$ cat config.mk
export PLATFORM = sky130hd
export DESIGN_NAME = psw_div
export DESIGN_NICKNAME = d
export VERILOG_FILES = /design/src/design/psw_pkg.sv /design/src/design/psw_div.sv
export SDC_FILE = /design/constraint.sdc
export NUM_CORES = 1
export LEC_CHECK = 0
export BUFFER_PORTS_ARGS = -buffer_cell sky130_fd_sc_hd__buf_2
export CELL_PAD_IN_SITES_DETAIL_PLACEMENT = 1
export CELL_PAD_IN_SITES_GLOBAL_PLACEMENT = 1
export CORE_AREA = 5 5 68 70
export CTS_CLUSTER_SIZE = 16
export DETAILED_ROUTE_END_ITERATION = 8
export DIE_AREA = 0 0 73 75
export PLACE_DENSITY = 0.79
export SLEW_MARGIN = 10
export SYNTH_ARGS = -nofsm -noshare
export SYNTH_HDL_FRONTEND = slang
export SYNTH_SLANG_ARGS = --single-unit
$ cat constraint.sdc
create_clock -name clk_i -period 4.4 [get_ports clk_i]
set_input_delay 0.44 -clock clk_i [delete_from_list [all_inputs] [get_ports clk_i]]
set_output_delay 0.44 -clock clk_i [all_outputs]
set_load 0.005 [all_outputs]
$ cat src/design/psw_pkg.sv
// Shared constants and types of the per-source window share marker.
package psw_pkg;

  localparam int unsigned WINDOW_DEPTH = 2048;
  localparam int unsigned WIN_AW       = $clog2(WINDOW_DEPTH);
  localparam int unsigned MAX_FLOWS    = 64;
  localparam int unsigned FLOW_AW      = $clog2(MAX_FLOWS);

  localparam int unsigned LEN_W  = 12;  // window length, counts, share
  localparam int unsigned DIST_W = 7;   // distinct source count
  localparam int unsigned ADDR_W = 32;

  localparam logic [LEN_W-1:0] WL_RESET  = 12'd2000;
  localparam logic [LEN_W-1:0] THR_RESET = 12'd15;

  // Register indexes of the write port.
  localparam logic REG_WINDOW_LENGTH = 1'b0;
  localparam logic REG_MAX_THRESHOLD = 1'b1;

  typedef struct packed {
    logic              start;
    logic [LEN_W-1:0]  dividend;
    logic [DIST_W-1:0] divisor;
  } div_req_t;

  typedef struct packed {
    logic             done;
    logic [LEN_W-1:0] quotient;
  } div_rsp_t;

  // Window length saturated to the store depth.
  function automatic logic [LEN_W-1:0] eff_len(input logic [LEN_W-1:0] wl);
    logic [LEN_W-1:0] lim;
    lim = LEN_W'(WINDOW_DEPTH);
    return (wl > lim) ? lim : wl;
  endfunction

endpackage

$ cat src/design/psw_div.sv
// Restoring divider for the fair share, one quotient bit per cycle.
module psw_div (
  input  logic               clk_i,
  input  logic               rst_ni,
  input  psw_pkg::div_req_t  req_i,
  output psw_pkg::div_rsp_t  rsp_o
);
  import psw_pkg::*;

  localparam int unsigned CNT_W = $clog2(LEN_W + 1);

  logic [DIST_W:0]   rem_q, rem_d;
  logic [LEN_W-1:0]  quo_q, quo_d;
  logic [DIST_W-1:0] dvs_q;
  logic [CNT_W-1:0]  cnt_q;
  logic              busy_q, done_q;
  logic [DIST_W:0]   trial;
  logic [DIST_W:0]   diff;

  always_comb begin
    trial = {rem_q[DIST_W-1:0], quo_q[LEN_W-1]};
    diff  = trial - {1'b0, dvs_q};
    if (trial >= {1'b0, dvs_q}) begin
      rem_d = diff;
      quo_d = {quo_q[LEN_W-2:0], 1'b1};
    end else begin
      rem_d = trial;
      quo_d = {quo_q[LEN_W-2:0], 1'b0};
    end
  end

  always_ff @(posedge clk_i or negedge rst_ni) begin
    if (!rst_ni) begin
      busy_q <= 1'b0;
      done_q <= 1'b0;
      cnt_q  <= '0;
    end else begin
      done_q <= 1'b0;
      if (req_i.start) begin
        busy_q <= 1'b1;
        cnt_q  <= CNT_W'(LEN_W);
      end else if (busy_q) begin
        cnt_q <= cnt_q - 1'b1;
        if (cnt_q == CNT_W'(1)) begin
          busy_q <= 1'b0;
          done_q <= 1'b1;
        end
      end
    end
  end

  always_ff @(posedge clk_i) begin
    if (req_i.start) begin
      rem_q <= '0;
      quo_q <= req_i.dividend;
      dvs_q <= req_i.divisor;
    end else if (busy_q) begin
      rem_q <= rem_d;
      quo_q <= quo_d;
    end
  end

  assign rsp_o.done     = done_q;
  assign rsp_o.quotient = quo_q;

endmodule

==> results.py <==
metrics = {
    "global_routing": {
        "grt_pass1_wl_um": 6200,
        "antenna_found_initial": 0,
        "gr-total-overflow": 0,
        "grt_max_degree": 36,
        "grt_pass1_vias": 1346,
        "grt.total_usage": 0.149,
    },
    "worst_setup_path": {
        "path_max_fanout": 9,
        "critPathTopFamily": "simple AND/OR/NAND/NOR gates",
        "worstReg2RegEnd": "rem_q[3]",
        "worst_setup_path_start_kind": "flip-flop",
        "slowest_stage": "or3_1",
        "end_kind": "flip-flop",
        "cp.arrival_ns": 2.54,
        "r2r_setup_slack_ns": 2.06,
        "r2r_start": "quo_q[11]",
        "crit_type": "flip-flop to flip-flop",
        "critPathMaxStageDelay_ns": 0.39,
        "critPathBufInv": 1,
        "critical_path_required_ns": 4.60,
        "endpoint": "rem_q[3]",
        "critPathLaunch": "quo_q[11]",
        "path_cells": "inv_1, ha_1, fa_1, nand2b_1, a211oi_4, nor3_4, or3_1, a311oi_2",
        "crit_cells": 8,
        "ff2ff_path_depth": 8,
    },
    "timing": {
        "clock.fmax_mhz": 428,
        "worst_pin_slew_ns": 0.718,
        "worst_hold_slack_ns": 0.328,
        "skew_ns": 0.00753,
        "timing.final.crit_share": 0.531,
        "period_needed_ns": 2.34,
        "hold_viol_final": 0,
        "setup_viol": 0,
        "drv_slew": 0,
        "rsz0062_at_grt": "no",
        "slew_headroom": 0.521,
        "setup_tns_ns": 0,
    },
    "route": {
        "first_pass_iters": 4,
        "vias": 1257,
        "totalWireLength_um": 3640,
        "drc_errors": 0,
        "ant_nets": 0,
        "drt_iter0_markers": 47,
        "wl_per_cell_um": 15.3,
        "via_per_inst": 5.28,
    },
    "die": {
        "start_util": 0.435,
        "rows": 23,
        "ioPinCount": 35,
        "dieArea_mm2": 0.00548,
        "die_y_um": 75,
        "die_w_um": 73,
        "coreArea_mm2": 0.00391,
    },
    "synth": {
        "synth_cell_types": 36,
        "yosysSeqAreaShare": 0.506,
        "yosysTopAreaCell": "edfxtp_1",
        "synth_area_mm2": 0.00170,
        "yosys-top-cells-area": "edfxtp_1 34%, dfrtp_1 8.8%, mux2_2 8.6%, dfxtp_1 8.2%, ha_1 6.6%",
        "ys_seq_elements": 32,
        "synth_top_area_frac": 0.335,
        "synth_warnings": 0,
        "netlist_instances": 151,
        "syn_nets": 183,
        "avgSynthCellArea_um2": 11.3,
    },
    "clock_network": {
        "post-cts-setup-buffers": 0,
        "cts_sinks": 32,
        "cts_buffer_depth": 2,
        "cts_resized": 0,
        "hold_buffers": 1,
        "clock_latency_ns": 0.29,
        "cts_tree": "built",
        "clkTransAtPathRegs_ns": 0.07,
        "clockRootBuffer": "clkbuf_8",
        "cts-htree-levels": 2,
        "cts_made_buffers": 5,
    },
    "final_layout": {
        "layout.cells.most_common": "buf_2",
        "multi_input_area_um2": 771,
        "fillerInstances": 446,
        "layout_common_cells": "34 x buf_2, 19 x edfxtp_1, 16 x nor2_1",
        "seq_area_um2": 861,
        "final_layout_size_suffix_gt1_frac": 0.330,
        "fin_nets": 219,
        "insertedDiodeCount": 0,
        "final_cells": 238,
        "syn_to_final_growth_pct": 19.2,
    },
    "power_and_ir_drop": {
        "p_leak_nw": 0.856,
        "pwr-share-clk": 0.280,
        "p_int_mw": 0.678,
        "ir_drop_uv": 230,
        "pwr-share-comb": 0.315,
        "p_sw_frac": 0.319,
        "seqPwrFrac": 0.405,
        "power_density_mw_per_mm2": 490,
        "p_sw_mw": 0.317,
    },
    "placed_design": {
        "port_buffers": 34,
        "hpwl_um": 2800,
        "placed_cells": 229,
        "gp_congestion": 0.776,
    },
    "hold_path": {
        "hp-class": "primary input to flip-flop",
    },
    "job": {
        "max_cap_violations": 0,
    },
    "status": {
        "status": "completed",
    },
}
[registers in the layout, indices dropped and copies added (netlist names)]
name    flops
busy_q      1
cnt_q       4
done_q      1
dvs_q       7
quo_q      12
rem_q       7
[worst register-to-register path: cells and delay by family, from the launching register on]
family	cells	cell delay, ns
adders and majority gates	2	0.60
AOI/OAI and AO/OA	2	0.52
buffers and inverters	1	0.05
DFF	1	0.34
and+or+nand+nor	3	0.72
[cells in the mapped netlist]
master / n
nor2_1: 16
or2_2: 1
a21o_1: 1
nand4_1: 1
mux2i_1: 1
clkbuf_1: 5
o21ai_0: 4
nand3_2: 1
mux2_2: 13
or3_1: 5
a211oi_4: 1
a311oi_1: 3
a311oi_2: 2
edfxtp_1: 19
a31oi_1: 1
nand2b_1: 5
nor3b_1: 4
inv_1: 12
and3_1: 1
nor4b_1: 3
xnor2_1: 2
dfrtp_1: 6
nor2_2: 1
nor3_1: 1
fa_1: 1
o31ai_1: 1
nand2_1: 10
a211oi_1: 3
a21oi_1: 5
nand3_1: 2
buf_4: 1
o311ai_0: 1
dfxtp_1: 7
o21bai_1: 1
nor3_4: 1
ha_1: 9
[kinds of logic (layout without fill, tap and decap cells)]
| family | count (synthesis) | after routing | synth area share |
|---|---|---|---|
| adder cells (fa/ha/maj) | 10 | 10 | 0.0779 |
| flip-flops | 32 | 32 | 0.506 |
| XOR/XNOR | 2 | 2 | 0.0103 |
| AO/OA/AOI/OAI | 23 | 23 | 0.107 |
| buffers and inverters | 18 | 55 | 0.0419 |
| multiplexers | 14 | 14 | 0.0918 |
| AND/OR/NAND/NOR | 52 | 52 | 0.166 |
[metrics by stage]
stage / cell area [um^2] / util / setup slack [ns] / power [mW]
final: 2030 / 0.519 / 2.06 / 0.995
after global placement: 1910 / 0.488 / 2.16 / 0.701
after detailed placement: 1910 / 0.488 / 2.07 / 0.722
after global routing: 2030 / 0.519 / 1.92 / 1.06
after floorplan: 1700 / - / 2.19 / 0.631
after CTS: 2030 / 0.519 / 2.06 / 1.01
[cell type report]
| cell class | instances | area share |
|---|---|---|
| flip-flops and latches | 32 | 0.424 |
| multi-input cells | 101 | 0.380 |
| repair buffers | 35 | 0.0888 |
| clock buffers | 5 | 0.0339 |
| well taps | 50 | 0.0308 |
| inverters | 12 | 0.0222 |
| clock inverters | 3 | 0.0203 |
[routing by layer]
| layer | vias to the layer above | GRT usage | wire length, um |
|---|---|---|---|
| li1 | 614 | - | - |
| met1 | 616 | 0.156 | 1480 |
| met2 | 21 | 0.280 | 1970 |
| met3 | 6 | 0.0481 | 136 |
| met4 | 0 | 0.0533 | 53 |
| met5 | - | 0 | 0 |
[power by group through the flow]
stage          Combinational, mW  Clock (mW)  Sequential, mW
2_1_floorplan              0.231           0           0.400
3_3_place_gp               0.295           0           0.406
3_5_place_dp               0.313           0           0.409
4_1_cts                    0.317       0.288           0.404
5_1_grt                    0.348       0.299           0.409
6_report                   0.314       0.278           0.403
[worst min path at each step]
| stage | slack, ns | from | to | cells past startpoint |
|---|---|---|---|---|
| after floorplan | 0.14 | rst_ni | busy_q | 0 |
| after global placement | 0.26 | rst_ni | cnt_q[3] | 1 |
| after detailed placement | 0.27 | rst_ni | cnt_q[3] | 1 |
| after CTS | 0.32 | req_i[2] | dvs_q[2] | 1 |
| after global routing | 0.31 | req_i[6] | dvs_q[6] | 1 |
| final | 0.33 | req_i[2] | dvs_q[2] | 1 |
No activity file was read; power rests on OpenSTA's default activity.
